===== src/sv/stable_three_way_partition_core_assert.svh =====
// Assertion macros used by the controller RTL of the partition core.
`ifndef STABLE_THREE_WAY_PARTITION_CORE_ASSERT_SVH
`define STABLE_THREE_WAY_PARTITION_CORE_ASSERT_SVH

// Consequent must hold in the same cycle as the antecedent.
`define STP_ASSERT_IMP(label, clk, rst_n, ante, cons, msg) \
  label: assert property (@(posedge clk) disable iff (!rst_n) (ante) |-> (cons)) \
    else $error(msg);

// Consequent must hold in the cycle after the antecedent.
`define STP_ASSERT_NXT(label, clk, rst_n, ante, cons, msg) \
  label: assert property (@(posedge clk) disable iff (!rst_n) (ante) |=> (cons)) \
    else $error(msg);

`endif


===== src/sv/stp_pkg.sv =====
`default_nettype none

package stp_pkg;

  typedef enum logic [1:0] {
    ST_LOAD,
    ST_READ,
    ST_CHECK,
    ST_FLUSH
  } state_e;

  localparam logic [1:0] GrpBelow = 2'd0;
  localparam logic [1:0] GrpEqual = 2'd1;
  localparam logic [1:0] GrpAbove = 2'd2;

  function automatic logic [1:0] classify(input logic [31:0] v, input logic [31:0] p);
    logic [1:0] g;
    if ($signed(v) < $signed(p)) begin
      g = GrpBelow;
    end else if (v == p) begin
      g = GrpEqual;
    end else begin
      g = GrpAbove;
    end
    return g;
  endfunction

endpackage

`default_nettype wire


===== src/sv/stp_mem.sv =====
`default_nettype none

module stp_mem #(
  parameter int DEPTH = 64,
  parameter int AddrW = 6
) (
  input  wire logic             clk_i,
  input  wire logic             we_i,
  input  wire logic [AddrW-1:0] waddr_i,
  input  wire logic [31:0]      wdata_i,
  input  wire logic             re_i,
  input  wire logic [AddrW-1:0] raddr_i,
  output logic      [31:0]      rdata_o
);

  logic [31:0] mem_q [DEPTH];

  always_ff @(posedge clk_i) begin
    if (we_i) begin
      mem_q[waddr_i] <= wdata_i;
    end
  end

  // Read data holds while no read is issued.
  always_ff @(posedge clk_i) begin
    if (re_i) begin
      rdata_o <= mem_q[raddr_i];
    end
  end

endmodule

`default_nettype wire


===== src/sv/stp_ctrl.sv =====
`default_nettype none

module stp_ctrl
  import stp_pkg::*;
#(
  parameter int DEPTH = 64,
  parameter int AddrW = 6,
  parameter int CntW  = 7
) (
  input  wire logic             clk_i,
  input  wire logic             rst_ni,
  input  wire logic [31:0]      pivot_i,
  input  wire logic             s_tvalid_i,
  output logic                  s_tready_o,
  input  wire logic [31:0]      s_tdata_i,
  input  wire logic             s_tlast_i,
  output logic                  m_tvalid_o,
  input  wire logic             m_tready_i,
  output logic      [31:0]      m_tdata_o,
  output logic                  m_tlast_o,
  output logic      [1:0]       m_group_o,
  output logic                  m_ovf_o,
  output logic                  mem_we_o,
  output logic      [AddrW-1:0] mem_waddr_o,
  output logic      [31:0]      mem_wdata_o,
  output logic                  mem_re_o,
  output logic      [AddrW-1:0] mem_raddr_o,
  input  wire logic [31:0]      mem_rdata_i
);

  state_e           state_q, state_d;
  logic [CntW-1:0]  cnt_q, cnt_d;
  logic             drop_q, drop_d;
  logic [AddrW-1:0] idx_q, idx_d;
  logic [1:0]       grp_q, grp_d;
  logic             pend_valid_q, pend_valid_d;
  logic [31:0]      pend_value_q, pend_value_d;
  logic [1:0]       pend_grp_q, pend_grp_d;
  logic             out_valid_q, out_valid_d;
  logic [31:0]      out_value_q, out_value_d;
  logic [1:0]       out_grp_q, out_grp_d;
  logic             out_last_q, out_last_d;
  logic             out_ovf_q, out_ovf_d;

  logic       can_move, in_acc, has_room, hit, stall, idx_end;
  logic [1:0] elem_grp;

  assign can_move = !out_valid_q || m_tready_i;
  assign in_acc   = s_tvalid_i && (state_q == ST_LOAD);
  assign has_room = cnt_q < CntW'(DEPTH);
  assign elem_grp = classify(mem_rdata_i, pivot_i);
  assign hit      = (state_q == ST_CHECK) && (elem_grp == grp_q);
  // A hit can only retire the held result when the output register frees up.
  assign stall    = hit && pend_valid_q && !can_move;
  assign idx_end  = (CntW'(idx_q) + CntW'(1)) == cnt_q;

  always_comb begin
    state_d = state_q;
    unique case (state_q)
      ST_LOAD: begin
        if (in_acc && s_tlast_i) state_d = ST_READ;
      end
      ST_READ: begin
        state_d = ST_CHECK;
      end
      ST_CHECK: begin
        if (!stall) begin
          state_d = (idx_end && grp_q == GrpAbove) ? ST_FLUSH : ST_READ;
        end
      end
      ST_FLUSH: begin
        if (can_move) state_d = ST_LOAD;
      end
      default: state_d = ST_LOAD;
    endcase
  end

  always_comb begin
    cnt_d        = cnt_q;
    drop_d       = drop_q;
    idx_d        = idx_q;
    grp_d        = grp_q;
    pend_valid_d = pend_valid_q;
    pend_value_d = pend_value_q;
    pend_grp_d   = pend_grp_q;
    out_valid_d  = out_valid_q && !m_tready_i;
    out_value_d  = out_value_q;
    out_grp_d    = out_grp_q;
    out_last_d   = out_last_q;
    out_ovf_d    = out_ovf_q;
    unique case (state_q)
      ST_LOAD: begin
        if (in_acc) begin
          if (has_room) begin
            cnt_d = cnt_q + CntW'(1);
          end else begin
            drop_d = 1'b1;
          end
          if (s_tlast_i) begin
            idx_d = '0;
            grp_d = GrpBelow;
          end
        end
      end
      ST_READ: begin
      end
      ST_CHECK: begin
        if (!stall) begin
          if (hit) begin
            // The previous hit is now known not to be the final result.
            if (pend_valid_q) begin
              out_valid_d = 1'b1;
              out_value_d = pend_value_q;
              out_grp_d   = pend_grp_q;
              out_last_d  = 1'b0;
              out_ovf_d   = 1'b0;
            end
            pend_valid_d = 1'b1;
            pend_value_d = mem_rdata_i;
            pend_grp_d   = grp_q;
          end
          if (idx_end) begin
            idx_d = '0;
            grp_d = grp_q + 2'd1;
          end else begin
            idx_d = idx_q + AddrW'(1);
          end
        end
      end
      ST_FLUSH: begin
        if (can_move) begin
          out_valid_d  = 1'b1;
          out_value_d  = pend_value_q;
          out_grp_d    = pend_grp_q;
          out_last_d   = 1'b1;
          out_ovf_d    = drop_q;
          pend_valid_d = 1'b0;
          cnt_d        = '0;
          drop_d       = 1'b0;
        end
      end
      default: begin
      end
    endcase
  end

  always_ff @(posedge clk_i or negedge rst_ni) begin
    if (!rst_ni) begin
      state_q      <= ST_LOAD;
      cnt_q        <= '0;
      drop_q       <= 1'b0;
      idx_q        <= '0;
      grp_q        <= GrpBelow;
      pend_valid_q <= 1'b0;
      out_valid_q  <= 1'b0;
    end else begin
      state_q      <= state_d;
      cnt_q        <= cnt_d;
      drop_q       <= drop_d;
      idx_q        <= idx_d;
      grp_q        <= grp_d;
      pend_valid_q <= pend_valid_d;
      out_valid_q  <= out_valid_d;
    end
  end

  always_ff @(posedge clk_i) begin
    pend_value_q <= pend_value_d;
    pend_grp_q   <= pend_grp_d;
    out_value_q  <= out_value_d;
    out_grp_q    <= out_grp_d;
    out_last_q   <= out_last_d;
    out_ovf_q    <= out_ovf_d;
  end

  assign s_tready_o  = (state_q == ST_LOAD);
  assign m_tvalid_o  = out_valid_q;
  assign m_tdata_o   = out_value_q;
  assign m_tlast_o   = out_last_q;
  assign m_group_o   = out_grp_q;
  assign m_ovf_o     = out_ovf_q;
  assign mem_we_o    = in_acc && has_room;
  assign mem_waddr_o = cnt_q[AddrW-1:0];
  assign mem_wdata_o = s_tdata_i;
  assign mem_re_o    = (state_q == ST_READ);
  assign mem_raddr_o = idx_q;

  `include "stable_three_way_partition_core_assert.svh"

  `STP_ASSERT_IMP(a_flush_has_pending, clk_i, rst_ni,
    state_q == ST_FLUSH, pend_valid_q, "flush without a held result")
  `STP_ASSERT_IMP(a_sweep_nonempty, clk_i, rst_ni,
    state_q != ST_LOAD, cnt_q != '0, "sweep over an empty buffer")
  `STP_ASSERT_IMP(a_count_bounded, clk_i, rst_ni,
    1'b1, cnt_q <= CntW'(DEPTH), "element count beyond buffer depth")
  `STP_ASSERT_NXT(a_flush_clears, clk_i, rst_ni,
    state_q == ST_FLUSH && can_move,
    state_q == ST_LOAD && cnt_q == '0 && !drop_q && out_last_q,
    "run state not cleared after the final result")

endmodule

`default_nettype wire


===== src/sv/stable_three_way_partition_core.sv =====
// Stable three-way partition. Values stream in on the slave side, one
// transaction per cycle, and are written into a DEPTH-entry buffer; elements
// past DEPTH are dropped and flagged. The transaction carrying tlast starts
// the emission: the buffer is swept three times (below, equal to, above the
// pivot), each sweep in arrival order, and every hit leaves on the master
// side with its group in tuser. In each sweep every stored element is first
// read from memory and then classified; the drain can stall while the master
// holds tready low, and no input is taken during the drain. The final result
// carries tlast and the overflow flag. The user must write the pivot through
// the cfg channel only while idle; the block itself does not enforce this.
`default_nettype none

module stable_three_way_partition_core #(
  parameter int DEPTH = 64
) (
  input  wire logic        clk_i,
  input  wire logic        rst_ni,
  input  wire logic        cfg_valid_i,
  output logic             cfg_ready_o,
  input  wire logic [31:0] cfg_data_i,     // pivot
  input  wire logic        s_axis_tvalid,
  output logic             s_axis_tready,
  input  wire logic [31:0] s_axis_tdata,   // value
  input  wire logic        s_axis_tlast,
  output logic             m_axis_tvalid,
  input  wire logic        m_axis_tready,
  output logic      [31:0] m_axis_tdata,   // out_value
  output logic             m_axis_tlast,
  output logic      [2:0]  m_axis_tuser    // group [1:0], overflowed [2]
);

  localparam int AddrW = (DEPTH > 1) ? $clog2(DEPTH) : 1;
  localparam int CntW  = $clog2(DEPTH + 1);

  logic [31:0]      pivot_q;
  logic             mem_we, mem_re;
  logic [AddrW-1:0] mem_waddr, mem_raddr;
  logic [31:0]      mem_wdata, mem_rdata;
  logic [1:0]       group;
  logic             ovf;

  assign cfg_ready_o = 1'b1;

  always_ff @(posedge clk_i or negedge rst_ni) begin
    if (!rst_ni) begin
      pivot_q <= '0;
    end else if (cfg_valid_i) begin
      pivot_q <= cfg_data_i;
    end
  end

  stp_mem #(
    .DEPTH(DEPTH),
    .AddrW(AddrW)
  ) u_mem (
    .clk_i  (clk_i),
    .we_i   (mem_we),
    .waddr_i(mem_waddr),
    .wdata_i(mem_wdata),
    .re_i   (mem_re),
    .raddr_i(mem_raddr),
    .rdata_o(mem_rdata)
  );

  stp_ctrl #(
    .DEPTH(DEPTH),
    .AddrW(AddrW),
    .CntW (CntW)
  ) u_ctrl (
    .clk_i      (clk_i),
    .rst_ni     (rst_ni),
    .pivot_i    (pivot_q),
    .s_tvalid_i (s_axis_tvalid),
    .s_tready_o (s_axis_tready),
    .s_tdata_i  (s_axis_tdata),
    .s_tlast_i  (s_axis_tlast),
    .m_tvalid_o (m_axis_tvalid),
    .m_tready_i (m_axis_tready),
    .m_tdata_o  (m_axis_tdata),
    .m_tlast_o  (m_axis_tlast),
    .m_group_o  (group),
    .m_ovf_o    (ovf),
    .mem_we_o   (mem_we),
    .mem_waddr_o(mem_waddr),
    .mem_wdata_o(mem_wdata),
    .mem_re_o   (mem_re),
    .mem_raddr_o(mem_raddr),
    .mem_rdata_i(mem_rdata)
  );

  assign m_axis_tuser = {ovf, group};

endmodule

`default_nettype wire


===== config.mk =====
export PLATFORM = sky130hd
export DESIGN_NAME = stable_three_way_partition_core
export DESIGN_NICKNAME = d
export VERILOG_FILES = /design/src/sv/stp_pkg.sv /design/src/sv/stp_mem.sv /design/src/sv/stp_ctrl.sv /design/src/sv/stable_three_way_partition_core.sv
export VERILOG_INCLUDE_DIRS = /design/src /design/src/sv
export SDC_FILE = /design/constraint.sdc
export NUM_CORES = 2
export LEC_CHECK = 0
export BUFFER_PORTS_ARGS = -buffer_cell sky130_fd_sc_hd__buf_2
export CORE_ASPECT_RATIO = 1.1
export CORE_UTILIZATION = 30
export DETAILED_ROUTE_END_ITERATION = 7
export GPL_ROUTABILITY_DRIVEN = 1
export MAX_ROUTING_LAYER = met4
export SETUP_SLACK_MARGIN = 0.15
export SLEW_MARGIN = 40
export SYNTH_ARGS = -nofsm -noshare
export SYNTH_HDL_FRONTEND = slang
export SYNTH_HIERARCHICAL = 1
export SYNTH_SLANG_ARGS = --single-unit

===== constraint.sdc =====
create_clock -name clk_i -period 5 [get_ports clk_i]
set_input_delay 1 -clock clk_i [delete_from_list [all_inputs] [get_ports clk_i]]
set_output_delay 1 -clock clk_i [all_outputs]
set_load 0.02 [all_outputs]

After elaboration in Yosys (flattened, before gate mapping). Memories as Yosys holds them, arrays and structs flattened. A register that Yosys moved wholly into a read port is not among the register bits. Cells that the tools add are included.

Memories: 1. Bits in writable memories: 2048. Input bits: 70. Register bits after elaboration: 122. Word-level logic and storage cells: 115. Output and inout bits: 39.

Memory list: u_mem.mem_q (depth 64, width 32, read ports 1, clocked after Yosys merged registers in 1, wr ports 1, line stp_mem.sv:16) `logic [31:0] mem_q [DEPTH];`.

Bitwise gates (word level): 1. $lt $le $gt $ge: 2. Equal/unequal tests: 17. Muxes and demuxes: 52. Reductions and logical operators: 24. Add/sub/neg operators: 4.

Operator list (count): $mux W32 (4); $pmux W32 S2 (1); $eq A32 B32 Y1 (1); $lt A32 B32 Y1 (1); $mux W2 (14); $mux W6 (4); $mux W7 (3); $mux W1 (16); $ne A2 B1 Y1 const B (8); $reduce_and A4 Y1 (4); $pmux W7 S2 (1); $pmux W6 S2 (1); $pmux W1 S2 (5); $reduce_and A5 Y1 (2); $logic_and A1 B1 Y1 (8); $pmux W2 S2 (2); $pmux W2 S4 (1); $add A6 B1 Y7 const B (1); $add A7 B1 Y7 const B (1); $eq A7 B7 Y1 (1); $lt A7 B7 Y1 const B (1); $add A6 B1 Y6 const B (1); $eq A2 B2 Y1 const B (3); $reduce_and A3 Y1 (2); 9 further kinds (14).

Longest topological paths before layout.
Depth in word-level cells: 9. Depth in mapped cells: 11. Mapped depth without buffers: 10.

Hierarchy. Netlist, hierarchy kept.

Modules (own cells, without submodules): stp_mem (cells each 3324, area each 78835.6 sq um, sequential area each 62459.9 sq um, instances 1); stp_ctrl (cells each 360, area each 4434.3 sq um, sequential area each 2602.5 sq um, instances 1); stable_three_way_partition_core (cells each 71, area each 1363.8 sq um, sequential area each 800.8 sq um, instances 1).

Least setup slack after synthesis. Ideal clock, no wire load.

Path type: input to register. Start: input s_axis_tvalid. End: memory u_mem.mem_q[48][0] (enable). Library setup time: 461 ps. Path slack: -33 ps. Path buffers: 0. Stages on the path: 4. Required time: 4539 ps. Arrival time: 4572 ps. Path through: nor4b_1 nor2b_1 nand4b_1 nor3_1.

Longest elaborated chain between the ends: 4.

RTL lines: from (decl) (line stable_three_way_partition_core.sv:21) `input wire logic s_axis_tvalid,`; $logic_and A1 B1 Y1 (line stp_ctrl.sv:49) `assign in_acc = s_tvalid_i && (state_q == ST_LOAD);`; $logic_and A1 B1 Y1 (line stp_ctrl.sv:182) `assign mem_we_o = in_acc && has_room;`; $mux W1 (line stp_mem.sv:19) `if (we_i) begin`; $mux W1 (not written as such) (line stp_mem.sv:20) `mem_q[waddr_i] <= wdata_i;`; to (decl) (line stp_mem.sv:16).

Every way passes these cells.

Worst setup path in the final report.
Start: register u_mem.rdata_o[31], read port of u_mem.mem_q. End: register u_ctrl.out_grp_q[0] (netlist: u_ctrl/m_group_o[0]) (enable).

Longest elaborated chain between the ends: 9. Elaborated cells on any way between the ends: 11. Those cells by class: 1 x order compare; 4 x eq/ne; 2 x mux; 4 x reduce/logical.

RTL lines: from (decl) (line stp_mem.sv:13) `output logic [31:0] rdata_o`; parallel branches: the longest is 2 deep, another holds $lt A32 B32 Y1; $mux W2 (*) (line stp_pkg.sv:18) `if ($signed(v) < $signed(p)) begin`; $eq A2 B2 Y1 (*) (line stp_ctrl.sv:52) `assign hit = (state_q == ST_CHECK) && (elem_grp == grp_q);`; $logic_and A1 B1 Y1 (*) (line stp_ctrl.sv:52); $logic_and A1 B1 Y1 (2 in series) (line stp_ctrl.sv:54) `assign stall = hit && pend_valid_q && !can_move;`; $ne A2 B2 Y1 (no line); $reduce_and A5 Y1 (no line) (*); to (signal assigned) (line stp_ctrl.sv:171) `out_grp_q <= out_grp_d;`; to (decl) (line stp_ctrl.sv:41) `logic [1:0] out_grp_q, out_grp_d;`.

Every way passes the cells marked *. A chain may end at the register's enable or synchronous reset.

==> metrics.md <==
| Metric | Value |
|---|---|
| Status | `finished, final reports clean` |
| Root Buffer | `clkbuf_16` |
| Top_reg_cell synth | `edfxtp_1` |
| Critical Path AT | `about 4.2 ns` |
| Unrepaired setup endpoints after global routing | `false` |
| Die H | `between 500 and 600 µm` |
| Post-synthesis mux area share | `~16%` |
| Vias in the first global route | `40585` |
| Fin crit period | `3.74 ns` |
| Worst-Skew Late Latency | `0.85 ns` |
| Power Total | `about 50 mW` |
| Finish-stage setup viols | `0` |
| Count leader, synth | `edfxtp_1` |
| Clock transition at path regs | `about 0.060 ns` |
| Die ar. | `between 200000 and 300000 µm²` |
| Core Util, Final | `a little over a third` |
| CTS tree | `done` |
| Worst Setup End Kind | `register` |
| Post-synth top area share | `76.3%` |
| GRT Util Overall | `roughly 16%` |
| Cell Rows | `around 200` |
| Final Hold Fails | `0` |
| Core area | `~280000 µm²` |
| Die Span X | `a little over 500 µm` |
| Drt first-iter violations | `around 4600` |
| Met1 Usage GRT | `between 20% and 30%` |
| Fillers | `around 26000` |
| CTS buffer count | `about 220` |
| Mapped Cells | `3755` |
| Yosys cell types | `67` |
| H-tree Lvls | `4` |
| Nets | `~4100` |
| Synthesized cell area | `~85000 µm²` |
| Met3 Use GR | `just under 3%` |
| Startpoint class of the critical path | `register` |
| Area grow syn2layout | `15.5%` |
| Max-slew violations | `0` |
| Worst-Margin Slew | `0.875 ns` |
| RePlAce Congestion | `about 0.83` |
| Final Non-Filler Cells | `around 7900` |
| Post-synth EDFFs | `2150` |
| Crit path max fanout | `22` |
| Top cells by count, synth | `2150 x edfxtp_1, 544 x mux4_2, 157 x nor2_1, 94 x mux2i_1, 85 x o22ai_1` |
| Via density | `~5.1` |
| Post-Synth Simple-Gate Area | `between 1.5 and 2%` |
| Total I/O pin count | `109` |
| Met2 Resource Use GR | `around a quarter` |
| Largest family of logic cells by synthesized area | `multiplexers` |
| Global-route wire length before repair | `about 300 mm` |
| Post-synth top area cell | `edfxtp_1` |
| Yosys reg bits | `around 2200` |
| Maximum capacitance violations | `0` |
| Clock Path Buffers | `3` |
| Worst endpoint required time | `around 5.5 ns` |
| Async SR Flop Fraction | `2.36%` |
| TritonRoute pass-1 iters | `7` |
| Leak pwr | `roughly 30 nW` |
| Post-Synth XOR/XNOR Area | `less than 1%` |
| PD cells | `509 nW/µm²` |
| Final wirelength | `218 mm` |
| Share of layout cells above drive strength 1 | `29.8%` |
| Largest net degree at the start of global routing | `just under 90` |
| CP Class | `reg2reg` |
| Total gr overflow | `0` |
| WL/cell | `27.5 µm` |
| Syn_area_per_cell | `~23 µm²` |
| Max frequency | `between 0.2 and 0.3 GHz` |
| ANT nets after route | `0` |
| Vias | `40293` |
| Yosys warnings | `6` |
| Register area share after synthesis | `between 70% and 80%` |
| GRT Max-Usage Layer | `met2` |
| Area post-placement | `roughly 90000 µm²` |
| DP HPWL | `131 mm` |
| Tcrit/Tclk final | `between 70% and 80%` |
| Clk_skew | `around 0.059 ns` |
| Post-CTS sizing | `0` |
| Antenna violations before repair | `21` |
| Initial core utilization | `a little under a third` |
| Worst hold path type | `in2reg` |
| Top post-synthesis cells by area | `edfxtp_1 76%, mux4_2 14%, dfrtp_1 1.5%` |
| Peak supply drop | `between 400 and 500 µV` |
| Complex-gate fraction of the synthesized area | `2.04%` |
| PortBufs | `107` |
| TNS Setup | `0 ns` |
| Slew margin rel. | `between 40% and 50%` |
| # DRC | `0` |
| Syn_nets | `around 3900` |
| Placed instance count | `roughly 7500` |
| Sink Count | `2202` |
| Fin area | `roughly 100000 µm²` |
| Synth Area in Adders | `less than 1%` |
power by group:
part	internal (mW)	total, mW	switching, mW
clock network	8.73	15.6	6.87
logic	5.09	12.4	7.31
registers	21.1	21.8	0.716
registers in the layout (all words and copies together) (netlist names):
signal	cells
u_ctrl/grp_q	2
u_ctrl/m_tlast_o	1
u_ctrl/cnt_q	7
u_ctrl/pend_value_q	32
u_ctrl/mem_raddr_o	6
u_ctrl/state_q	2
u_ctrl/pend_grp_q	2
u_ctrl/drop_q	1
u_ctrl/m_ovf_o	1
u_mem/rdata_o	32
u_ctrl/m_tvalid_o	1
u_ctrl/m_tdata_o	32
u_ctrl/pend_valid_q	1
u_mem/mem_q	2048
u_ctrl/m_group_o	2
pivot_q	32
layout make-up:
| type | count | area (µm²) | area share [%] |
|---|---|---|---|
| flip-flops and latches | 2202 | 65900 | 67.4 |
| multi-input cells | 1280 | 17900 | 18.3 |
| clock buffers | 262 | 5640 | 5.77 |
| well taps | 3708 | 4640 | 4.75 |
| repair buffers | 297 | 2430 | 2.49 |
| clock inverters | 133 | 1100 | 1.12 |
| inverters | 45 | 169 | 0.173 |
| diodes | 12 | 30.0 | 0.0307 |
cell families (layout without fill, tap and decap cells):
logic type,after synthesis,after routing
and+or+nand+nor,300,300
AOI/OAI and AO/OA,261,261
buffers and inverters,273,737
xor gates and xnor gates,12,12
DFF,2202,2202
other,1,13
muxes,671,671
adders and majority gates,35,35
per-stage QoR:
stage / hold WS [ns] / setup slack [ns]
floorplan: 0.400 / 0.722
global placement: 0.404 / 0.476
detailed placement: 0.405 / 1.07
CTS: 0.326 / 1.23
global route: 0.345 / 1.11
finish: 0.385 / 1.26
placed cells by master, fill, tap and decap left out, drive strengths merged, types with 14 or more instances in the layout:
cell    instances
edfxtp       2150
mux4          544
buf           296
clkbuf        262
nor2          157
clkinv        106
mux2i          94
o22ai          85
a21oi          74
inv            54
dfrtp          52
nand2          45
ha             35
mux2           33
o221ai         27
nor2b          16
o21ai          15
bufinv         14
nand3          14
worst max-delay path, cell delays in order, from the launching register on:
cell and delay [ns]:
edfxtp_1 0.60, ha_1 0.41, nand3_1 0.11, nor3_1 0.60
o21ai_0 0.17, o21ai_0 0.33, o21ai_2 0.14, a21oi_1 0.19
a21oi_1 0.15, nor2_4 0.42, buf_8 0.26
metal layers:
metal	vias up	share of wire [%]
met1	21861	41
met2	1690	49
met4	0	2.4
li1	16431	-
met3	311	8.2
met5	-	0
repair_timing:
action | CTS | global route
hold buffers | 1 | 0
buffers inserted | 0 | 0
endpoints found under the setup margin | 0 | 0
endpoints found under the hold margin | 4 | 0
worst paths after layout:
path | startpoint | end | slack [ns] | depth (start not counted)
worst min-delay path | cfg_data_i[2] | pivot_q[2] | 0.38 | 2
max in group asynchronous | rst_ni | u_ctrl/mem_raddr_o[3] | 3.53 | 3
worst max register to register | u_mem/rdata_o[31] | u_ctrl/m_group_o[0] | 1.26 | 10
worst min register to register | u_mem/rdata_o[6] | u_ctrl/pend_value_q[6] | 0.40 | 0
min in group asynchronous | rst_ni | pivot_q[28] | 0.51 | 2
worst max-delay path | u_mem/rdata_o[31] | u_ctrl/m_group_o[0] | 1.26 | 10
No activity file was read; power rests on OpenSTA's default activity.
